<file path="config.mk">
export PLATFORM = sky130hd
export DESIGN_NAME = tcw_ctrl
export DESIGN_NICKNAME = d
export VERILOG_FILES = /design/src/rtl/tcw_pkg.sv /design/src/rtl/tcw_ctrl.sv
export SDC_FILE = /design/constraint.sdc
export NUM_CORES = 1
export LEC_CHECK = 0
export BUFFER_PORTS_ARGS = -buffer_cell sky130_fd_sc_hd__buf_2
export CAP_MARGIN = 20
export CORE_AREA = 2 2 39 41
export DETAILED_ROUTE_END_ITERATION = 16
export DIE_AREA = 0 0 41 43
export GPL_ROUTABILITY_DRIVEN = 0
export PLACE_DENSITY = 0.63
export SYNTH_ARGS = -nofsm -noshare
export SYNTH_HDL_FRONTEND = slang
export SYNTH_SLANG_ARGS = --single-unit
</file>
<file path="constraint.sdc">
create_clock -name clk -period 1.6 [get_ports clk]
set_clock_uncertainty 0.2 [all_clocks]
set_input_delay 0.16 -clock clk [delete_from_list [all_inputs] [get_ports clk]]
set_output_delay 0.16 -clock clk [all_outputs]
set_load 0.05 [all_outputs]
</file>
<file path="src/rtl/tcw_pkg.sv">
// ----------------------------------------------------------------------------
// tcw_pkg
// shared types and constants for the text cell writer
// ----------------------------------------------------------------------------
package tcw_pkg;

	localparam int MAX_ROWS  = 32;
	localparam int MAX_COLS  = 128;
	localparam int ROW_W     = $clog2(MAX_ROWS);
	localparam int COL_W     = $clog2(MAX_COLS);
	localparam int RCNT_W    = ROW_W + 1;
	localparam int CCNT_W    = COL_W + 1;
	localparam int ADDR_W    = ROW_W + COL_W;
	localparam int CFG_IDX_W = 2;
	localparam int CFG_DAT_W = 8;

	localparam logic [RCNT_W-1:0] ROWS_RESET = RCNT_W'(24);
	localparam logic [CCNT_W-1:0] COLS_RESET = CCNT_W'(80);

	localparam logic [7:0] CH_NL    = 8'h0a;
	localparam logic [7:0] CH_CR    = 8'h0d;
	localparam logic [7:0] CH_TAB   = 8'h09;
	localparam logic [7:0] CH_BS    = 8'h08;
	localparam logic [7:0] CH_CARET = 8'h5e;
	localparam logic [7:0] CH_AT    = 8'h40;
	localparam logic [7:0] CH_SPACE = 8'h20;
	localparam int         TAB_W    = 3;

	localparam logic [CFG_IDX_W-1:0] REG_ROWS     = 2'd0;
	localparam logic [CFG_IDX_W-1:0] REG_COLS     = 2'd1;
	localparam logic [CFG_IDX_W-1:0] REG_STANDOUT = 2'd2;

	localparam logic [2:0] CMD_PUT   = 3'd0;
	localparam logic [2:0] CMD_MOVE  = 3'd1;
	localparam logic [2:0] CMD_ERASE = 3'd2;
	localparam logic [2:0] CMD_READ  = 3'd3;
	localparam logic [2:0] CMD_DIRTY = 3'd4;

	typedef struct packed {
		logic [2:0] command;
		logic [7:0] char_code;
		logic       char_standout;
		logic [4:0] target_row;
		logic [6:0] target_col;
	} cmd_in_t;

	typedef struct packed {
		logic              status;
		logic [4:0]        cursor_row_out;
		logic [6:0]        cursor_col_out;
		logic [8:0]        cell_value;
		logic signed [7:0] span_first;
		logic signed [7:0] span_last;
	} result_t;

	typedef struct packed {
		logic accept;
		logic clr;
		logic rd;
		logic wr;
	} ctl_t;

	typedef struct packed {
		logic go_clear;
		logic go_mem;
		logic clr_last;
		logic more;
	} sts_t;

endpackage

</file>
<file path="src/rtl/tcw_ctrl.sv">
// ----------------------------------------------------------------------------
// tcw_ctrl
// sequencer: clearing sweep, per-cell read/write loop, response strobe
// ----------------------------------------------------------------------------
module tcw_ctrl (
	input  logic          clk,
	input  logic          arst_n,
	input  logic          start,
	output logic          busy,
	output logic          done,
	output tcw_pkg::ctl_t ctl,
	input  tcw_pkg::sts_t sts
);

	typedef enum logic [4:0] {
		S_IDLE  = 5'b00001,
		S_CLEAR = 5'b00010,
		S_READ  = 5'b00100,
		S_WRITE = 5'b01000,
		S_RESP  = 5'b10000
	} state_t;

	state_t state_q;
	logic   erase_q;

	always_ff @(posedge clk or negedge arst_n) begin
		if (!arst_n) begin
			state_q <= S_CLEAR;
			erase_q <= 1'b0;
		end else begin
			unique case (state_q)
				S_IDLE: begin
					if (start) begin
						if (sts.go_clear) begin
							erase_q <= 1'b1;
							state_q <= S_CLEAR;
						end else if (sts.go_mem) begin
							state_q <= S_READ;
						end else begin
							state_q <= S_RESP;
						end
					end
				end
				S_CLEAR: begin
					if (sts.clr_last) state_q <= erase_q ? S_RESP : S_IDLE;
				end
				S_READ:  state_q <= S_WRITE;
				S_WRITE: state_q <= sts.more ? S_READ : S_RESP;
				S_RESP: begin
					erase_q <= 1'b0;
					state_q <= S_IDLE;
				end
				default: state_q <= S_IDLE;
			endcase
		end
	end

	assign busy       = (state_q != S_IDLE);
	assign done       = (state_q == S_RESP);
	assign ctl.accept = (state_q == S_IDLE) && start;
	assign ctl.clr    = (state_q == S_CLEAR);
	assign ctl.rd     = (state_q == S_READ);
	assign ctl.wr     = (state_q == S_WRITE);

endmodule

</file>
==> impl_metrics.yaml <==
clocking:
  cts_buffers: 3
  cts_root_buf: "clkbuf_4"
  tritoncts: "done"
  cts.sinks: 6
  clk_latency_ns: 0.24
  clk_path_buf_depth: 2
  clkSlewWorstSetupHoldPaths_ns: 0.05
  cts_htree_levels: 1
run_status:
  outcome: "complete, but fails checks"
  violations: "setup timing"
cells_and_area:
  diodes: 0
  drive_gt1_share_pct: 68.83
  fin_cells: 93
  areaGrowthSynthToFinish_pct: 104.5
  final_nets: 85
  fill_cells: 114
sta:
  fin_crit_sh_pct: 109.6
  finalMaxSlewViolations: 0
  setup_viol: 8
  fmax_ghz: 0.5703
  fin_ws_ns: -0.1533
  worst_pin_slew_ns: 0.3729
  rsz0062_at_grt: "yes"
  finalHoldViolCount: 0
  layout_min_cycle_time_ns: 1.753
  relSlewSlack_pct: 75.14
  hold_ws_ns: 0.01759
power:
  leakagePower_nw: 0.3455
  pwr_density_cell_nw_per_um2: 1503
  irDropWorstVdd_v: 0.0005633
global_routing:
  antenna_found_initial: 0
  grt-busiest-layer: "met2"
  grt_max_degree: 7
  met1_usage_pct: 18.75
  grt_usage_pct: 16.99
  grt_util_met3_pct: 3.141
  grt_pass1_wl_mm: 1.869
  grtUsageMet2_pct: 26.25
  grt-ovfl-total: 0
  grt_pass1_vias: 449
critical_path:
  required_ns: 1.24
  crit_arrival_ns: 1.39
  end_kind: "output port"
  critPathLaunchType: "register"
  r2r-end: "state_q[4]"
  path_max_fanout: 4
  rr_worst_depth: 5
  path_class: "register to output port"
  ff2ff_setup_slack_ns: -0.12
  r2r-start: "state_q[2]"
floorplanning:
  ios: 13
  dieWidth_um: 41
  rows: 14
  die_area_um2: 1763
  core_area_um2: 1384
  start_util_pct: 27.94
  die_h_um: 43
drt:
  routed_wl_mm: 1.320
  wire_per_inst_um: 14.19
  drtAntennaViolNets: 0
  viasPerCell: 5.108
  drt_drc_violations_left: 0
  firstDrtPassIters: 4
  vias: 475
  initialDrtViolationCount: 16
synthesis:
  synthCells: 42
  synth_sequential_area_ratio_pct: 39.16
  synth_seq_cells: 6
  synth_area_um2: 386.6
  yosysWarnings: 0
  avgSynthCellArea_um2: 9.205
  syn_nets: 49
  synth_cell_types: 25
placed_design:
  hpwl_um: 812.9
  dpl.cell_count: 79
  portBuffers: 12
hold_path:
  min_path_cells: 3
  min_from: "start"
  min_path_type: "input port to register"
  hold_end: "erase_q"
job:
  maxCapViolCount: 0
cells in the mapped netlist, drive strengths merged:
cell type | instances | area (um^2)
buf | 2 | 16.26
a21boi | 1 | 7.510
nor4 | 4 | 25.02
dfstp | 1 | 26.28
dfrtp | 5 | 125.1
nor3 | 1 | 5.000
and4b | 2 | 21.27
a32oi | 1 | 8.760
a22oi | 1 | 7.510
and2 | 1 | 7.510
nand2b | 2 | 15.02
nand3 | 3 | 20.02
nor2 | 5 | 26.27
nand3b | 1 | 7.510
o32a | 1 | 10.01
a2111oi | 1 | 15.01
inv | 6 | 22.52
o21ai | 2 | 10.01
a21oi | 2 | 10.01
metal layers:
metal	routed length (um)	share of wire, %
met1	499	38
met2	734	56
met3	53	4.0
met4	32	2.4
met5	0	0
final cells by class:
class / count / area, um^2 / share of cell area (%)
flip-flops and latches: 6 / 155.1 / 19.62
clock buffers: 4 / 26.28 / 3.323
multi-input cells: 28 / 269.0 / 34.02
repair buffers: 33 / 292.8 / 37.03
inverters: 6 / 27.53 / 3.481
well taps: 16 / 20.02 / 2.532
flip-flops by register name, summed over array words and instances (netlist names):
register / count
state_q: 5
erase_q: 1
logic make-up (layout without fill, tap and decap cells):
family | after synthesis | in the layout | share of synthesized area [%]
AO/OA/AOI/OAI | 9 | 9 | 17.80
buffers and inverters | 8 | 43 | 10.03
flip-flops | 6 | 6 | 39.16
AND/OR/NAND/NOR | 19 | 19 | 33.01
critical path, stage by stage, from the launching register on:
cell and delay (ns):
dfstp_2 0.56, inv_2 0.05, and4b_2 0.24, and2_4 0.15
buf_8 0.14
placed cells by master, fill, tap and decap left out:
cell type / n
a2111oi_2: 1
a21boi_1: 1
a21oi_1: 2
a22oi_1: 1
a32oi_2: 1
and2_4: 1
and4b_1: 1
and4b_2: 1
buf_2: 6
buf_4: 12
buf_6: 10
buf_8: 2
clkbuf_1: 1
clkbuf_4: 3
dfrtp_1: 2
dfrtp_2: 3
dfstp_2: 1
dlygate4sd3_1: 3
inv_1: 4
inv_2: 1
inv_6: 1
nand2b_2: 1
nand2b_4: 1
nand3_2: 2
nand3_4: 1
nand3b_1: 1
nor2_1: 3
nor2_2: 1
nor2_4: 1
nor3_1: 1
nor4_1: 1
nor4_2: 1
nor4_4: 2
o21ai_0: 2
o32a_1: 1
repair_timing:
action / in CTS / in global routing
hold buffers: 2 / 1
endpoints found under the hold margin: 8 / 2
buffers inserted: 6 / 1
pin swaps: 2 / 3
endpoints found under the setup margin: 9 / 11
resized for setup: 22 / 9
worst max path at each step:
stage,depth (start not counted),end,slack [ns],startpoint
2_1_floorplan,4,state_q[2],-0.14,state_q[0]
5_1_grt,4,ctl[0],-0.20,state_q[1]
6_report,4,ctl[3],-0.15,state_q[1]
4_1_cts,4,ctl[3],-0.14,state_q[1]
3_5_place_dp,4,ctl[3],-0.02,state_q[1]
3_3_place_gp,4,ctl[3],-0.009,state_q[1]
through the flow:
stage | util (%) | setup WS [ns] | setup TNS [ns] | cell area (um^2) | total power [W]
floorplan | - | -0.1376 | -0.1510 | 426.7 | 0.0005939
CTS | 53.25 | -0.1383 | -0.6528 | 737.0 | 0.001101
detailed placement | 41.41 | -0.01981 | -0.02517 | 573.1 | 0.0007783
global placement | 41.41 | -0.008609 | -0.01242 | 573.1 | 0.0007749
finish | 57.14 | -0.1533 | -0.7773 | 790.8 | 0.001189
global route | 57.14 | -0.2038 | -1.249 | 790.8 | 0.001248
where the power goes:
part           switching, W  internal, W  total, W
combinational      0.000401     0.000388  0.000789
clock             0.0000559    0.0000946  0.000151
sequential        0.0000524     0.000197  0.000249
total              0.000510     0.000679   0.00119
(Power assumes the default switching activity.)
